File: src/stwd_pkg.sv
package stwd_pkg;

    // Field widths of the input and result transactions.
    localparam int OP_W     = 2;
    localparam int LIDX_W   = 8;
    localparam int WEIGHT_W = 40;
    localparam int PROBE_W  = 48;
    localparam int STATUS_W = 2;
    localparam int REMAIN_W = 40;
    localparam int TOTAL_W  = 48;

    // Stream widths: tdata rounded up to whole bytes, tuser holds the code only.
    localparam int TDATA_W = ((LIDX_W + WEIGHT_W + PROBE_W + 7) / 8) * 8;
    localparam int TUSER_W = OP_W;

    // Depth of the command queue between front and back.
    localparam int QUEUE_DEPTH = 2;
    localparam int QPTR_W      = $clog2(QUEUE_DEPTH);

    // Operation codes carried on s_tuser.
    typedef enum logic [OP_W-1:0] {
        OP_LOAD  = 2'd0,
        OP_BUILD = 2'd1,
        OP_DRAW  = 2'd2,
        OP_NOP   = 2'd3
    } op_t;

    // Result status codes carried on m_tuser.
    typedef enum logic [STATUS_W-1:0] {
        ST_OK    = 2'd0,
        ST_EMPTY = 2'd1,
        ST_RANGE = 2'd2
    } status_t;

    // A classified command as it waits in the queue.
    typedef struct packed {
        op_t                 op;
        logic [LIDX_W-1:0]   leaf_index;
        logic [WEIGHT_W-1:0] weight;
        logic [PROBE_W-1:0]  probe;
        logic                probe_zero;
    } cmd_t;

    // One result transaction.
    typedef struct packed {
        status_t             status;
        logic [LIDX_W-1:0]   drawn_leaf;
        logic [REMAIN_W-1:0] leaf_remaining;
        logic [TOTAL_W-1:0]  total_remaining;
    } result_t;

    // What the back end is doing, for observation at the top level.
    typedef struct packed {
        logic clearing;
        logic building;
        logic drawing;
    } back_status_t;

endpackage

File: src/stwd_front.sv
module stwd_front (
    input  logic                          s_tvalid,
    output logic                          s_tready,
    input  logic [stwd_pkg::TDATA_W-1:0]  s_tdata,
    input  logic [stwd_pkg::TUSER_W-1:0]  s_tuser,
    input  logic                          q_full,
    output logic                          q_push,
    output stwd_pkg::cmd_t                q_cmd
);

    // Accept whenever the queue has a free slot.
    assign s_tready = !q_full;
    assign q_push   = s_tvalid && s_tready;

    // Unpack the transaction and classify it.
    always_comb begin
        q_cmd.op         = stwd_pkg::op_t'(s_tuser[stwd_pkg::OP_W-1:0]);
        q_cmd.leaf_index = s_tdata[stwd_pkg::LIDX_W-1:0];
        q_cmd.weight     = s_tdata[stwd_pkg::LIDX_W +: stwd_pkg::WEIGHT_W];
        q_cmd.probe      = s_tdata[stwd_pkg::LIDX_W + stwd_pkg::WEIGHT_W +: stwd_pkg::PROBE_W];
        q_cmd.probe_zero = (q_cmd.probe == '0);
    end

endmodule

File: config.mk
export PLATFORM = sky130hd
export DESIGN_NAME = stwd_front
export DESIGN_NICKNAME = d
export VERILOG_FILES = /design/src/stwd_pkg.sv /design/src/stwd_front.sv
export SDC_FILE = /design/constraint.sdc
export NUM_CORES = 1
export LEC_CHECK = 0
export ABC_CLOCK_PERIOD_IN_PS = 1600
export BUFFER_PORTS_ARGS = -buffer_cell sky130_fd_sc_hd__buf_2
export CORE_AREA = 5 5 74 76
export DETAILED_ROUTE_END_ITERATION = 8
export DIE_AREA = 0 0 79 81
export PLACE_DENSITY = 0.68
export SYNTH_ARGS = -nofsm -noshare
export SYNTH_HDL_FRONTEND = slang
export SYNTH_SLANG_ARGS = --single-unit
File: constraint.sdc
create_clock -name vclk -period 1.6
set_input_delay 0.24 -clock vclk [all_inputs]
set_output_delay 0.24 -clock vclk [all_outputs]
set_load 0.03 [all_outputs]
==> metrics.md, run 1 <==
| Metric | Value |
|---|---|
| Final Worst Setup Slack | 0.1367 ns |
| Final setup viols | 0 |
| Post-Syn Area | 855.8 um^2 |
| 1st-iter DRT viols | 3 |
| Critical Path RT | 1.36 ns |
| Via density | 3.783 |
| YS warnings | 0 |
| Register cell area after layout | 0 um^2 |
| Nets | 223 |
| DRT Pass-1 Iters | 2 |
| Largest net degree at the start of global routing | 3 |
| Mapped Cells | 116 |
| Total Power | 0.2919 mW |
| Largest area contributor in the netlist | buf_4 |
| Post-synth top area share | 85.96% |
| Die height | 81 um |
| Port Buf Inserts | 101 |
| Antenna cells | 0 |
| CP Capture Type | primary output |
| Worst-path maximum fanout | 2 |
| CP Class | in -> out |
| Initial antenna violation count | 0 |
| Slowest-stage cell, CP | nor4_1 |
| Max-cap violations | 0 |
| Pins Over Slew Limit | 0 |
| Clkbuf count | 0 |
| Period utilisation layout | 91.46% |
| Area grow syn2layout | -15.50% |
| Fmax | 0.6834 GHz |
| Final instance area | 723.2 um^2 |
| WL per Instance | 14.43 um |
| Unique masters post-synth | 7 |
| Share of cells above drive strength 1 | 88.43% |
| DR vias | 662 |
| Worst Hold Class | in -> out |
| Final Wtd Congestion | 0.6601 |
| Avg Cell Area, Syn | 7.378 um^2 |
| Congestion Overflow GR | 0 |
| Final Routed Wirelength | 2525 um |
| Slew margin rel. | 78.15% |
| Initial Util | 18.36% |
| Sum Neg Setup Slack | 0 ns |
| Status | finished, final reports clean |
| CP Buf/Inv Count | 2 |
| Power Density | 403.6 nW/um^2 |
| Most frequent cell after synthesis | buf_4 |
| Crit path cell chain | buf_2, nor4_1, nand4_1, nor3_2, buf_4 |
| Gr usage total | 5.983% |
| Worst vdd ir | 0.07051 mV |
| Leakage power | 0.4256 nW |
| Die span in x | 79 um |
| Sequential fraction of the synthesis area | 0% |
| Measured slew at the worst slew-check pin | 0.3247 ns |
| DRC Markers | 0 |
| RSZ-0062 raised after global routing | no |
| Post-DP HPWL | 2398 um |
| Critical path arrival | 1.22 ns |
| Final Core Density | 15.52% |
| Max incr delay on CP | 0.34 ns |
| Die footprint | 6399 um^2 |
| Most area-consuming cells after synthesis | buf_4 (86%), nor4_1 (8.0%), nand4_1 (2.2%), nor4_2 (1.5%), nor3_2 (1.2%) |
| Vias in the first global route | 611 |
| Top cells by instance count after synthesis | buf_4 (98), nor4_1 (11), nand4_1 (3) |
| Net Count, Synth | 216 |
| # IOs | 201 |
| Fin crit period | 1.463 ns |
| Number of routed nets with antenna violations | 0 |
| Row cnt | 25 |
| Post-place setup slack | 0.02015 ns |
| CP Launch Type | input port |
| Post-CTS setup buffer count | 0 |
| Cell family with most CP delay | simple AND/OR/NAND/NOR gates |
| Seq_cells | 0 |
| Final Hold Vio Count | 0 |
| Placed Area | 708.2 um^2 |
| First-pass GRT wire length | 3070 um |
| Core area | 4661 um^2 |
==> layout make-up <==
cell class | instances | area (um^2)
fillers | 544 | 3938
multi-input cells | 17 | 128.9
repair buffers | 103 | 523.0
well taps | 54 | 67.56
inverters | 1 | 3.754
==> metal layers <==
metal  global-route usage, %  vias up  wire (um)
li1                        -      292          -
met1                   5.395      263        692
met2                   11.28       85       1225
met3                   2.550       22        498
met4                   3.265        0        108
met5                       0        -          0
==> metrics by stage <==
| stage | hold slack [ns] | instances |
|---|---|---|
| 6_report | 0.4800 | 175 |
| 5_1_grt | 0.4800 | 175 |
| 4_1_cts | 0.4802 | 175 |
| 3_5_place_dp | 0.4802 | 175 |
| 3_3_place_gp | 0.4802 | 175 |
| 2_1_floorplan | 0.5896 | 116 |
==> placed cells by master, fill, tap and decap left out, drive strengths merged <==
cell type,Yosys,routed
nor2b,1,1
nand4,3,3
nor4,12,12
buf,98,103
inv,1,1
nor3,1,1
==> cells by family (layout without fill, tap and decap cells) <==
| group | after synthesis | after routing | synth area share [%] |
|---|---|---|---|
| buffers and inverters | 99 | 104 | 86.40 |
| and+or+nand+nor | 17 | 17 | 13.60 |
==> power breakdown <==
part | switching (mW) | internal, mW | total, mW
registers | 0 | 0 | 0
clock network | 0 | 0 | 0
logic | 0.198 | 0.0942 | 0.292
total | 0.198 | 0.0942 | 0.292
==> repair_timing <==
action,in CTS,in global routing
setup endpoints to repair,0,1
resized for setup,0,4
hold buffers,0,0
==> path summary, 6_finish.rpt <==
kind / startpoint / to / slack [ns] / cells after the start
hold / removal: s_tdata[10] / q_cmd[51] / 0.48 / 0
setup / recovery: s_tdata[61] / q_cmd[0] / 0.14 / 5
No activity file was read; power rests on OpenSTA's default activity.
==> run 2, diff against run 1 <==
BUFFER_PORTS_ARGS = not set   (was -buffer_cell sky130_fd_sc_hd__buf_2)
DONT_BUFFER_PORTS = 1   (was not set)
PLACE_DENSITY = not set   (was 0.68)
==> metrics.md, run 2 (synthesis results as in run 1) <==
| Metric | Value |
|---|---|
| Pins Over Slew Limit | 0 (unchanged) |
| Share of cells above drive strength 1 | 23.81% (-65 points) |
| Final Routed Wirelength | 2152 um (-15%) |
| WL per Instance | 28.69 um (+99%) |
| Worst Hold Class | in -> out |
| Register cell area after layout | 0 um^2 (unchanged) |
| First-pass GRT wire length | 2566 um (-16%) |
| Slew margin rel. | 61.11% (-17 points) |
| Final setup viols | 0 (unchanged) |
| Initial antenna violation count | 1 (+1) |
| Critical Path RT | 1.36 ns (about the same) |
| Placed cell count | 75 (-57%) |
| Most common cell after layout, fill and taps aside | nor4_1 |
| 1st-iter DRT viols | 1 (-2) |
| Crit path cell chain | nor4_1, buf_4, nand4_1, nor3_2, buf_4 |
| Row cnt | 25 (unchanged) |
| Post-CTS setup buffer count | 0 (unchanged) |
| Die footprint | 6399 um^2 (unchanged) |
| Final Worst Setup Slack | 0.1782 ns (+0.04152 ns) |
| Met3 Use GR | 3.104% (+0.55 points) |
| Slowest-stage cell, CP | nor4_1 |
| Fmax | 0.7033 GHz (+2.9%) |
| Cell family with most CP delay | simple AND/OR/NAND/NOR gates |
| Status | finished, final reports clean |
| DRT Pass-1 Iters | 2 (unchanged) |
| Fin crit period | 1.422 ns (-0.04152 ns) |
| Area grow syn2layout | -75.44% |
| Vias in the first global route | 400 (-35%) |
| Largest net degree at the start of global routing | 3 (unchanged) |
| Worst hold margin | 0.4800 ns (unchanged) |
| Final Wtd Congestion | 0.5157 (-22%) |
| Final Hold Vio Count | 0 (unchanged) |
| Non-Filler Instances | 75 (-57%) |
| Fillers | 541 (-0.55%) |
| Most Frequent Cell on Critical Path | buf_4 |
| CP Capture Type | primary output |
| RSZ-0062 raised after global routing | no |
| WHS Path Cells | 0 (unchanged) |
| Antenna cells | 0 (unchanged) |
| Congestion Overflow GR | 0 (unchanged) |
| Critical path arrival | 1.18 ns (-0.04 ns) |
| DRC Markers | 0 (unchanged) |
| Max incr delay on CP | 0.28 ns (-0.06 ns) |
| Seq_cells | 0 (unchanged) |
| Global route hottest layer | met2 |
| Worst hold endpoint | q_cmd[56] |
| CP Class | in -> out |
| Max-cap violations | 0 (unchanged) |
| Power Density | 76.55 nW/um^2 (-81%) |
| # IOs | 201 (unchanged) |
| Die height | 81 um (unchanged) |
| Routing usage on met1 | 3.750% (-1.6 points) |
| Worst-path maximum fanout | 2 (unchanged) |
| Period utilisation layout | 88.86% (-2.6 points) |
| HP Start | s_tdata[15] |
| Sum Neg Setup Slack | 0 ns (unchanged) |
| Final Core Density | 4.510% (-11 points) |
| Measured slew at the worst slew-check pin | 0.5821 ns (+0.2574 ns) |
| Number of routed nets with antenna violations | 0 (unchanged) |
| DR vias | 343 (-48%) |
| Commonest cells after routing, fill and taps aside | nor4_1 (11), nand4_1 (3), buf_4 (3) |
| CP Launch Type | input port |
| Clkbuf count | 0 (unchanged) |
| Hold_buf cts | 0 (unchanged) |
| CP Buf/Inv Count | 2 (unchanged) |
| Leakage power | 0.03039 nW (-93%) |
| Via density | 4.573 (+21%) |
| Initial Util | 18.36% (unchanged) |
| Core area | 4661 um^2 (unchanged) |
| Die span in x | 79 um (unchanged) |
| Gr usage total | 5.496% (-0.49 points) |
| Worst vdd ir | 0.02146 mV (-70%) |
| Nets | 123 (-45%) |
| Port Buf Inserts | 0 (-100%) |
| Post-place setup slack | 0.1493 ns (+0.1292 ns) |
| Post_cts resized | 0 (unchanged) |
| GRT met2 Usage | 10.27% (-1.0 points) |
[run 2: changes by cell type in the layout (fill, tap and decap cells not counted)]
cell / previous run / this run
buf_2: 100 / 0
nor4_1: 9 / 11
nor4_2: 3 / 1
[run 2: metrics by stage]
step | cell area [um^2] | power, mW
CTS | 210.2 | 0.01678
global placement | 210.2 | 0.01665
global route | 210.2 | 0.01750
finish | 210.2 | 0.01609
floorplan | 855.8 | 0.4714
detailed placement | 210.2 | 0.01677
[run 2: metal layers]
layer	vias up	routed length, um
met5	-	13
met4	2	183
met3	34	418
met2	89	1089
met1	127	446
li1	91	-
[run 2: layout make-up]
class / count / area, um^2 / area share, %
multi-input cells: 17 / 116.4 / 55.36
well taps: 54 / 67.56 / 32.14
repair buffers: 3 / 22.52 / 10.71
inverters: 1 / 3.754 / 1.786
[run 2: worst max path at each step]
stage | slack (ns) | endpoint | from | depth (start not counted)
2_1_floorplan | 0.27 | q_cmd[0] | s_tdata[73] | 3
3_3_place_gp | 0.16 | q_cmd[0] | s_tdata[61] | 4
3_5_place_dp | 0.15 | q_cmd[0] | s_tdata[73] | 5
4_1_cts | 0.14 | q_cmd[0] | s_tdata[73] | 5
5_1_grt | 0.08 | q_cmd[0] | s_tdata[73] | 5
6_report | 0.18 | q_cmd[0] | s_tdata[73] | 5
[run 2: report_power, final]
part	internal [mW]	total, mW	switching [mW]
Combinational	0.00671	0.0161	0.00938
Sequential	0	0	0
Clock	0	0	0
