### src/stwd_pkg.sv
package stwd_pkg;

    // Field widths of the input and result transactions.
    localparam int OP_W     = 2;
    localparam int LIDX_W   = 8;
    localparam int WEIGHT_W = 40;
    localparam int PROBE_W  = 48;
    localparam int STATUS_W = 2;
    localparam int REMAIN_W = 40;
    localparam int TOTAL_W  = 48;

    // Stream widths: tdata rounded up to whole bytes, tuser holds the code only.
    localparam int TDATA_W = ((LIDX_W + WEIGHT_W + PROBE_W + 7) / 8) * 8;
    localparam int TUSER_W = OP_W;

    // Depth of the command queue between front and back.
    localparam int QUEUE_DEPTH = 2;
    localparam int QPTR_W      = $clog2(QUEUE_DEPTH);

    // Operation codes carried on s_tuser.
    typedef enum logic [OP_W-1:0] {
        OP_LOAD  = 2'd0,
        OP_BUILD = 2'd1,
        OP_DRAW  = 2'd2,
        OP_NOP   = 2'd3
    } op_t;

    // Result status codes carried on m_tuser.
    typedef enum logic [STATUS_W-1:0] {
        ST_OK    = 2'd0,
        ST_EMPTY = 2'd1,
        ST_RANGE = 2'd2
    } status_t;

    // A classified command as it waits in the queue.
    typedef struct packed {
        op_t                 op;
        logic [LIDX_W-1:0]   leaf_index;
        logic [WEIGHT_W-1:0] weight;
        logic [PROBE_W-1:0]  probe;
        logic                probe_zero;
    } cmd_t;

    // One result transaction.
    typedef struct packed {
        status_t             status;
        logic [LIDX_W-1:0]   drawn_leaf;
        logic [REMAIN_W-1:0] leaf_remaining;
        logic [TOTAL_W-1:0]  total_remaining;
    } result_t;

    // What the back end is doing, for observation at the top level.
    typedef struct packed {
        logic clearing;
        logic building;
        logic drawing;
    } back_status_t;

endpackage

### src/stwd_queue.sv
module stwd_queue (
    input  logic           aclk,
    input  logic           aresetn,
    input  logic           push,
    input  stwd_pkg::cmd_t push_cmd,
    output logic           full,
    output logic           pop_valid,
    input  logic           pop,
    output stwd_pkg::cmd_t pop_cmd
);

    stwd_pkg::cmd_t                entry_reg [stwd_pkg::QUEUE_DEPTH];
    logic [stwd_pkg::QPTR_W-1:0]   wr_ptr_reg;
    logic [stwd_pkg::QPTR_W-1:0]   rd_ptr_reg;
    logic [stwd_pkg::QPTR_W:0]     count_reg;
    logic                          do_push;
    logic                          do_pop;

    assign full      = (count_reg == (stwd_pkg::QPTR_W + 1)'(stwd_pkg::QUEUE_DEPTH));
    assign pop_valid = (count_reg != '0);
    assign pop_cmd   = entry_reg[rd_ptr_reg];
    assign do_push   = push && !full;
    assign do_pop    = pop && pop_valid;

    // Pointers and fill level.
    always_ff @(posedge aclk) begin
        if (!aresetn) begin
            wr_ptr_reg <= '0;
            rd_ptr_reg <= '0;
            count_reg  <= '0;
        end else begin
            if (do_push) begin
                wr_ptr_reg <= wr_ptr_reg + 1'b1;
            end
            if (do_pop) begin
                rd_ptr_reg <= rd_ptr_reg + 1'b1;
            end
            if (do_push && !do_pop) begin
                count_reg <= count_reg + 1'b1;
            end else if (do_pop && !do_push) begin
                count_reg <= count_reg - 1'b1;
            end
        end
    end

    // Entry storage needs no reset.
    always_ff @(posedge aclk) begin
        if (do_push) begin
            entry_reg[wr_ptr_reg] <= push_cmd;
        end
    end

endmodule

### config.mk
export PLATFORM = sky130hd
export DESIGN_NAME = stwd_queue
export DESIGN_NICKNAME = d
export VERILOG_FILES = /design/src/stwd_pkg.sv /design/src/stwd_queue.sv
export SDC_FILE = /design/constraint.sdc
export NUM_CORES = 1
export LEC_CHECK = 0
export CORE_MARGIN = 5
export CORE_UTILIZATION = 55
export CTS_BUF_LIST = sky130_fd_sc_hd__clkbuf_16
export CTS_CLUSTER_DIAMETER = 30
export DETAILED_ROUTE_END_ITERATION = 6
export DONT_BUFFER_PORTS = 1
export PLACE_DENSITY = 0.7
export SYNTH_ARGS = -nofsm -noshare
export SYNTH_HDL_FRONTEND = slang
export SYNTH_SLANG_ARGS = --single-unit
### constraint.sdc
create_clock -name aclk -period 7.4 [get_ports aclk]
set_input_delay 1.48 -clock aclk [delete_from_list [all_inputs] [get_ports aclk]]
set_output_delay 1.48 -clock aclk [all_outputs]
set_load 0.02 [all_outputs]
==> key figures, run 1 <==
Worst setup path
  • CP cell instances: buf_4 -> mux2_2
  • Startpoint types: register
  • CP top delay family: flip-flops
  • Crit Path Class: reg2out
  • Crit-path max FO: 52
  • Arr. time, crit path: 2.45 ns
  • Critical path capture point type: output pin
  • CP Buf/Inv Count: 1
  • Max incr delay on CP: 0.82 ns
  • CP max-delay cell: dfxtp_4
  • Worst R2R Setup Slack: 4.89 ns
  • Crit path required time: 5.92 ns

Floorplan
  • Core ar.: 0.0132 mm2
  • DIE HEIGHT: 126 um
  • Initial core utilization: 55.9%
  • I/O Pins: 204
  • Cell Rows: 42
  • Die area: 0.0159 mm2
  • Die Wd: 126 um

Run status
  • Status: complete, no violations

STA
  • Worst slew margin: 34.3%
  • Fin. Hold Viols: 0
  • Clock skew: 0.00616 ns
  • Min Tclk post-route: 3.93 ns
  • Hold slack: 0.544 ns
  • Worst-margin pin slew: 0.982 ns
  • Top achievable clock speed: 254 MHz
  • Pins Over Slew Limit: 0
  • Setup TNS: 0 ns
  • Final setup vio count: 0
  • Final period utilization: 53.2%
  • RSZ-0062 raised after global routing: no

Placement
  • GP Congestion: 0.727
  • PortBufs: 0
  • Placed Cells: 502
  • HPWL Detailed: 8430 um

Layout
  • Final core utilization: 65.9%
  • Final nets: 466
  • Largest register FFs: 198
  • Final std cells w/o fill: 562
  • Inserted Diodes: 0
  • Synth-to-Final Area Change: 17.8%
  • Filler Cells Inserted: 860
  • Layout cell share with drive strength beyond 1: 40.7%

Clocking
  • Post-cts sizing count: 0
  • TritonCTS clock tree: done
  • Post-CTS setup buffer count: 0
  • # hold bufs at CTS: 0
  • Clock-pin slew on the worst setup and hold paths: 0.05 ns
  • Clk Latency, worst-skew pair: 0.47 ns
  • Clock buffer depth: 3
  • Number of buffers created by CTS: 34
  • # clock sinks: 203
  • Root Driver: clkbuf_16
  • Htree depth: 2

Power
  • VDD IR-drop max: 0.267 mV
  • Overall power: 3.72 mW
  • Leak Pwr: 2.93 nW
  • P per Cell Area: 426 mW/mm2

Global routing
  • Initial antenna violation count: 0
  • Largest net degree at the start of global routing: 57
  • Vias in the first global route: 3,496
  • GRT Overall Usage: 16.1%
  • Congestion Overflow GR: 0
  • First-pass GRT wire length: 19,600 um

Flow run
  • Max-Cap Viols: 0

Route
  • DRT Wirelength: 12,900 um
  • DRT antenna net count: 0
  • Initial DRC count: 174
  • Post-DR vias/cell: 5.52
  • Via count: 3,101
  • Pre-Repair DR Iteration Count: 4
  • DRC errors left: 0
  • Drt wl/cell: 23.0 um

Min path
  • Worst min-delay path category: reg2reg

Synthesis
  • Sequential area share after synthesis: 81.6%
  • Synth Instances: 333
  • Average size of a mapped cell: 22.2 um2
  • Yosys cell types: 23
  • Area contributors post-synth: edfxtp_1 80%, mux2_2 14%, mux2_4 2.0%
  • Area fraction of the dominant cell type after synthesis: 80.3%
  • Synth Cell Area: 0.00741 mm2
  • Leading area contributor after synthesis: edfxtp_1
  • Seq cells post-synth: 203
  • Ys Warns: 0
  • Syn Nets: 437
## area by class of cell
class	count	area, um2	area share [%]
Timing Repair Buffer	4	30.0	0.344
Tap cell	176	220	2.52
Clock buffer	35	876	10.0
Inverter	2	7.51	0.0860
Sequential cell	203	6050	69.3
Clock inverter	25	251	2.88
Multi-Input combinational cell	117	1290	14.8
## cells in the mapped netlist, drive strengths merged
master,instances
dfxtp,5
edfxtp,198
nor2,1
or2,1
inv,2
mux2,99
nand2b,1
xor2,1
xnor2,2
or3,1
and2,3
and3,1
o21ai,2
nor3,1
ha,1
o21a,1
a21boi,2
buf,11
## final timing paths
path                                         end  cells past startpoint          from
worst min register to register      count_reg[1]                      2  count_reg[1]
worst max register to register  entry_reg[0][49]                      4  count_reg[0]
worst max-delay path                 pop_cmd[56]                      2      register
worst min-delay path                count_reg[1]                      2  count_reg[1]
## placed cells by master (no fill, tap or decap)
cell type	synthesis	routed
edfxtp_1	198	198
mux2_2	89	89
clkbuf_16	0	35
mux2_4	10	10
inv_1	1	6
clkinv_1	0	6
bufinv_16	0	5
clkinv_2	0	4
dfxtp_1	5	4
buf_4	0	4
and2_1	3	3
clkinvlp_4	0	3
xnor2_1	2	2
inv_6	0	2
nand2b_1	1	1
inv_2	1	1
nor2_1	1	1
or2_2	1	1
o21ai_1	1	1
and3_4	0	1
nor3_4	0	1
a21boi_0	1	1
o21a_1	1	1
xor2_1	1	1
o21ai_0	1	1
or3_1	1	1
a21boi_1	1	1
ha_1	1	1
dfxtp_4	0	1
## metal layers
layer / vias up / GRT usage, % / routed length, um
li1: 1387 / - / -
met1: 1551 / 15.4 / 4040
met2: 140 / 28.1 / 6970
met3: 23 / 9.31 / 1660
met4: 0 / 6.56 / 243
met5: - / 0 / 0
## cell families (layout without fill, tap and decap cells)
kind of cell,after synthesis,count (layout),synth area share [%]
flip-flops,203,203,81.6
AND/OR/NAND/NOR,9,9,0.777
XOR/XNOR,3,3,0.355
buffers and inverters,13,66,1.10
adder cells (fa/ha/maj),1,1,0.169
multiplexers,99,99,15.6
AO/OA/AOI/OAI,5,5,0.439
## stage by stage
stage / worst slack (ns) / instance area [um2]
finish: 3.47 / 8730
global placement: 3.96 / 7600
global route: 3.31 / 8730
floorplan: 1.47 / 7410
detailed placement: 3.92 / 7600
CTS: 3.41 / 8730
## worst register-to-register path, cell delays in order (launching register included)
cell      delay (ns)
dfxtp_1         0.40
nand2b_1        0.19
inv_2           0.11
nor3_4          0.76
buf_4           0.64
## power breakdown
group | internal, mW | leakage, nW | switching [mW]
Combinational | 0.236 | 0.480 | 0.453
Sequential | 1.45 | 1.89 | 0.0794
Clock | 1.03 | 0.563 | 0.476
Note: power is estimated with default switching activity, not from simulation.
==> run 2: changes to the inputs <==
Settings changed: PLACE_DENSITY 0.7 to 0.73.
Clock period 7.4 ns to 3.2 ns, I/O delays scaled along.
==> run 2 against run 1 <==
Wire length down 3.4%. Sequential share of layout area down 0.37 points. Critical endpoint is now pop_cmd[85]. Worst setup slack worse by 2.7 ns. Count of clock-buffer cells in the layout unchanged. Global-route usage down 0.42 points. Worst hold slack worse by 0.29 ns. First-iteration DRC count down 0.57%. Register-to-register slack worse by 3.7 ns. Clock skew up 0.0074 ns. Highest routed layer unchanged. Final cell count down 0.18%.
==> key figures, run 2 (synthesis gave the netlist of run 1 again) <==
Run status
  • Status: complete, no violations (unchanged)

Route
  • DRC errors left: 0 (unchanged)
  • DRT antenna net count: 0 (unchanged)
  • Pre-Repair DR Iteration Count: 6 (was 4)
  • Via count: 3,073 (was 3,101)
  • Post-DR vias/cell: 5.48 (was 5.52)
  • DRT Wirelength: 12,500 um (was 12,900 um)
  • Initial DRC count: 173 (was 174)
  • Drt wl/cell: 22.2 um (was 23.0 um)

Power
  • P per Cell Area: 983 mW/mm2 (was 426 mW/mm2)
  • Leak Pwr: 2.94 nW (was 2.93 nW)
  • Sw power: 2.34 mW (was 1.01 mW)
  • Combinational power share: 19.9% (was 18.5%)
  • P_int: 6.29 mW (was 2.71 mW)
  • VDD IR-drop max: 0.865 mV (was 0.267 mV)
  • Register share of total power: 39.9% (was 41.1%)
  • Sw Ratio: 27.1% (about the same)
  • Clock Power Share: 40.2% (was 40.4%)

STA
  • Final setup vio count: 0 (unchanged)
  • Worst-margin pin slew: 0.678 ns (was 0.982 ns)
  • Final worst slack: 0.774 ns (was 3.47 ns)
  • Pins Over Slew Limit: 0 (unchanged)
  • Final period utilization: 75.8%
  • Top achievable clock speed: 412 MHz
  • RSZ-0062 raised after global routing: no (unchanged)
  • Worst slew margin: 54.8% (was 34.3%)
  • Fin. Hold Viols: 0 (unchanged)
  • Clock skew: 0.0135 ns (was 0.00616 ns)
  • Min Tclk post-route: 2.43 ns

Worst setup path
  • Startpoint types: register (unchanged)
  • Crit-path max FO: 99 (was 52)
  • Crit Path Class: reg2out (unchanged)
  • Critical path capture point type: output pin (unchanged)
  • Max incr delay on CP: 0.47 ns (was 0.82 ns)
  • CP cell instances: buf_12 -> mux2_2 (was buf_4 -> mux2_2)
  • Arr. time, crit path: 1.79 ns (was 2.45 ns)
  • Crit path required time: 2.56 ns (was 5.92 ns)
  • CP top delay family: multiplexers (was flip-flops)
  • CP max-delay cell: mux2_2 (was dfxtp_4)
  • CP Buf/Inv Count: 1 (unchanged)

Global routing
  • First-pass GRT wire length: 19,200 um (was 19,600 um)
  • GRT Overall Usage: 15.7% (was 16.1%)
  • Largest net degree at the start of global routing: 101 (was 57)
  • Vias in the first global route: 3,406 (was 3,496)
  • Initial antenna violation count: 0 (unchanged)
  • Congestion Overflow GR: 0 (unchanged)

Layout
  • Commonest non-fill, non-tap cell in the layout: edfxtp_1 (unchanged)
  • Final nets: 465 (was 466)
  • Inserted Diodes: 0 (unchanged)
  • Layout cell share with drive strength beyond 1: 41.0% (was 40.7%)
  • Largest register FFs: 198 (unchanged)
  • Synth-to-Final Area Change: 18.4% (was 17.8%)
  • Most frequent cells in the layout: 198 x edfxtp_1, 89 x mux2_2, 35 x clkbuf_16 (unchanged)
  • Final core utilization: 66.3% (was 65.9%)

Clocking
  • # hold bufs at CTS: 0 (unchanged)
  • Clk Latency, worst-skew pair: 0.48 ns (was 0.47 ns)
  • # clock sinks: 203 (unchanged)
  • Post-CTS setup buffer count: 0 (unchanged)
  • Clock buffer depth: 3 (unchanged)
  • Root Driver: clkbuf_16 (unchanged)
  • Clock-pin slew on the worst setup and hold paths: 0.05 ns (about the same)
  • Number of buffers created by CTS: 34 (unchanged)
  • Post-cts sizing count: 0 (unchanged)
  • TritonCTS clock tree: done (unchanged)
  • Htree depth: 2 (unchanged)

Placement
  • GP Congestion: 0.710 (was 0.727)
  • HPWL Detailed: 7790 um (was 8430 um)
  • Pre-CTS setup slack: 1.18 ns (was 3.92 ns)
  • PortBufs: 0 (unchanged)

Floorplan
  • Die area: 0.0159 mm2 (unchanged)
  • Cell Rows: 42 (unchanged)
  • DIE HEIGHT: 126 um (unchanged)
  • Core ar.: 0.0132 mm2 (unchanged)
  • Die Wd: 126 um (unchanged)
  • Initial core utilization: 55.9% (unchanged)
  • I/O Pins: 204 (unchanged)

Min path
  • Worst min-delay path category: in2reg (was reg2reg)

Flow run
  • Max-Cap Viols: 0 (unchanged)
[run 2: changes by cell type in the layout (fill, tap and decap cells not counted), sizes merged]
cell and change:
buf -1, clkinvlp +1, clkinv -1
[run 2: per-layer routing]
metal / wire [um] / vias to the layer above / track usage (%)
li1: - / 1389 / -
met1: 4070 / 1522 / 15.7
met2: 6540 / 139 / 26.7
met3: 1610 / 23 / 9.61
met4: 246 / 0 / 5.62
met5: 0 / - / 0
[run 2: final timing paths]
kind,start,to,slack [ns],depth (start not counted)
worst max register to register,count_reg[0],entry_reg[1][5],1.17,3
worst max-delay path,register,pop_cmd[85],0.77,2
worst min-delay path,push_cmd[40],entry_reg[0][40],0.26,0
worst min register to register,count_reg[1],count_reg[1],0.53,2
[run 2: final cells by class]
class	count	area [um2]
clock inverters	25	255
fillers	857	4470
multi-input cells	117	1290
repair buffers	3	60.1
flip-flops and latches	203	6050
inverters	2	20.0
well taps	176	220
clock buffers	35	876
[run 2: worst register-to-register path, cell delays in order (launching register included)]
cell	delay, ns
dfxtp_1	0.41
nand2b_1	0.20
and3_4	0.65
buf_12	0.39
[run 2: through the flow]
step	TNS (ns)	power (mW)	instances	instance area, um2	hold slack (ns)
CTS	0	8.75	561	8770	0.231
floorplan	-29.52	4.99	333	7430	0.479
global placement	0	5.20	501	7640	0.495
finish	0	8.63	561	8770	0.257
detailed placement	0	5.24	501	7640	0.520
global route	0	8.99	561	8770	0.228
[run 2: power groups by stage]
stage	sequential, mW	combinational (mW)	clock (mW)
finish	3.44	1.72	3.47
global placement	3.46	1.74	0
detailed placement	3.49	1.75	0
global route	3.47	1.81	3.71
CTS	3.44	1.75	3.55
floorplan	3.47	1.51	0
==> run 3: changes to the inputs <==
Settings changed: PLACE_DENSITY 0.73 to 0.7.
Clock period 3.2 ns to 2.33 ns, I/O delays scaled along.
==> run 3 against run 2 <==
Global-route usage is 0.33 points higher. Worst setup slack worse by 0.67 ns. Sequential power is 38% higher. Register-to-register slack worse by 0.59 ns. First-iteration DRC count is 4.6% lower.
==> key figures, run 3 (synthesis gave the netlist of run 1 again) <==
STA
  • Final setup vio count: 0 (unchanged)
  • Top achievable clock speed: 449 MHz
  • Pins Over Slew Limit: 0 (unchanged)
  • Final period utilization: 95.5%
  • Worst slew margin: 65.7% (was 54.8%)
  • Fin. Hold Viols: 0 (unchanged)
  • Hold slack: 0.0461 ns (was 0.257 ns)
  • Min Tclk post-route: 2.23 ns
  • Worst-margin pin slew: 0.515 ns (was 0.678 ns)
  • Clock skew: 0.00914 ns (was 0.0135 ns)
  • Final worst slack: 0.105 ns (was 0.774 ns)
  • RSZ-0062 raised after global routing: no (unchanged)

Clocking
  • Htree depth: 1 (was 2)
  • Clk Latency, worst-skew pair: 0.51 ns (was 0.48 ns)
  • # clock sinks: 203 (unchanged)
  • Clock buffer depth: 3 (unchanged)
  • # hold bufs at CTS: 0 (unchanged)
  • Clock-pin slew on the worst setup and hold paths: 0.05 ns (about the same)
  • Post-CTS setup buffer count: 0 (unchanged)
  • TritonCTS clock tree: done (unchanged)
  • Post-cts sizing count: 0 (unchanged)
  • Number of buffers created by CTS: 31 (was 34)
  • Root Driver: clkbuf_16 (unchanged)

Placement
  • PortBufs: 0 (unchanged)
  • Pre-CTS setup slack: 0.596 ns (was 1.18 ns)
  • HPWL Detailed: 8530 um (was 7790 um)
  • GP Congestion: 0.747 (was 0.710)
  • Placed Cells: 504 (was 501)

Global routing
  • GR Layer Usage met3: 7.83% (was 9.61%)
  • GRT Overall Usage: 16.0% (was 15.7%)
  • Congestion Overflow GR: 0 (unchanged)
  • Busiest grt layer: met2 (unchanged)
  • GR Util met1: 16.4% (was 15.7%)
  • Initial antenna violation count: 0 (unchanged)
  • Vias in the first global route: 3,460 (was 3,406)
  • Met2 Usage GRT: 28.8% (was 26.7%)
  • First-pass GRT wire length: 19,800 um (was 19,200 um)
  • Largest net degree at the start of global routing: 90 (was 101)

Worst setup path
  • CP cell instances: buf_4 -> mux2_2 (was buf_12 -> mux2_2)
  • Crit path required time: 1.86 ns (was 2.56 ns)
  • Worst flop-to-flop path startpoint: count_reg[0] (unchanged)
  • Worst R2R Setup Slack: 0.58 ns (was 1.17 ns)
  • R2R depth: 4 (was 3)
  • CP max-delay cell: mux2_2 (unchanged)
  • Critical path capture point type: output pin (unchanged)
  • Max incr delay on CP: 0.46 ns (was 0.47 ns)
  • Crit-path max FO: 38 (was 99)
  • FF-to-FF End: entry_reg[0][87] (was entry_reg[1][5])
  • Arr. time, crit path: 1.76 ns (was 1.79 ns)
  • Startpoint types: register (unchanged)
  • Crit Path Class: reg2out (unchanged)

Route
  • DRT antenna net count: 0 (unchanged)
  • Via count: 3,122 (was 3,073)
  • Drt wl/cell: 23.3 um (was 22.2 um)
  • Post-DR vias/cell: 5.57 (was 5.48)
  • Initial DRC count: 165 (was 173)
  • Pre-Repair DR Iteration Count: 4 (was 6)
  • DRT Wirelength: 13,100 um (was 12,500 um)
  • DRC errors left: 0 (unchanged)

Floorplan
  • Die Wd: 126 um (unchanged)
  • Cell Rows: 42 (unchanged)
  • I/O Pins: 204 (unchanged)
  • Core ar.: 0.0132 mm2 (unchanged)
  • Initial core utilization: 55.9% (unchanged)
  • DIE HEIGHT: 126 um (unchanged)
  • Die area: 0.0159 mm2 (unchanged)

Flow run
  • Max-Cap Viols: 0 (unchanged)

Power
  • Clock Power Share: 39.8% (was 40.2%)
  • Leak Pwr: 2.95 nW (was 2.94 nW)
  • Sw power: 3.21 mW (was 2.34 mW)
  • VDD IR-drop max: 0.999 mV (was 0.865 mV)
  • Combinational power share: 20.1% (was 19.9%)
  • P per Cell Area: 1350 mW/mm2 (was 983 mW/mm2)
  • Register share of total power: 40.1% (was 39.9%)
  • P_int: 8.59 mW (was 6.29 mW)
  • Sw Ratio: 27.2% (was 27.1%)

Layout
  • Inserted Diodes: 0 (unchanged)
  • Most frequent cells in the layout: 198 x edfxtp_1, 89 x mux2_2, 31 x clkbuf_16 (was 198 x edfxtp_1, 89 x mux2_2, 35 x clkbuf_16)
  • Reg area: 0.00605 mm2 (about the same)
  • Largest register FFs: 198 (unchanged)
  • Filler Cells Inserted: 882 (was 857)
  • Final std cells w/o fill: 561 (unchanged)
  • Layout cell share with drive strength beyond 1: 41.8% (was 41.0%)
  • Synth-to-Final Area Change: 18.2% (was 18.4%)
  • Commonest non-fill, non-tap cell in the layout: edfxtp_1 (unchanged)
  • Multi-input logic area: 0.00130 mm2 (was 0.00129 mm2)
  • Final nets: 465 (unchanged)

Min path
  • Hold Path Stages: 0 (unchanged)
  • Worst hold start: push_cmd[85] (was push_cmd[40])
  • Hold endpoint: entry_reg[1][85] (was entry_reg[0][40])
  • Worst min-delay path category: in2reg (unchanged)

Run status
  • Status: complete, no violations (unchanged)
[run 3: cell type report]
cell class | count | share of cell area, %
sequential | 203 | 69.1
timing repair buffer | 6 | 0.943
clock buffer | 31 | 8.86
multi-input combinational | 117 | 14.8
inverter | 2 | 0.114
tap | 176 | 2.51
clock inverter | 26 | 3.63
[run 3: worst max path at each step]
| stage | endpoint | start |
|---|---|---|
| after global placement | entry_reg[0][45] | count_reg[0] |
| after detailed placement | entry_reg[0][38] | count_reg[0] |
| final | pop_cmd[86] | register |
| after floorplan | entry_reg[0][0] | count_reg[0] |
| after global routing | pop_cmd[86] | register |
| after CTS | pop_cmd[86] | register |
[run 3: metrics by stage]
| stage | area [um2] | power, mW | TNS, ns | utilization (%) |
|---|---|---|---|---|
| finish | 8760 | 11.8 | 0 | 66.1 |
| global route | 8760 | 12.3 | 0 | 66.1 |
| CTS | 8760 | 12.0 | 0 | 66.1 |
| detailed placement | 7660 | 7.23 | 0 | 57.9 |
| global placement | 7660 | 7.18 | 0 | 57.9 |
| floorplan | 7430 | 6.87 | -105.33 | - |
[run 3: power groups by stage]
stage	Sequential, mW	Combinational, mW	Clock (mW)
floorplan	4.78	2.09	0
global placement	4.79	2.39	0
detailed placement	4.81	2.42	0
CTS	4.75	2.43	4.79
global route	4.77	2.52	5.00
finish	4.74	2.37	4.69
[run 3: worst max-delay path, delay by kind of cell, from the launching register on]
family / cells / cell delay, ns
DFF: 1 / 0.35
buffers and inverters: 1 / 0.39
muxes: 1 / 0.46
[run 3: layer usage]
metal,wire length [um],up-vias
met5,0,-
met4,222,0
met3,1460,19
met2,7100,147
met1,4290,1571
li1,-,1385
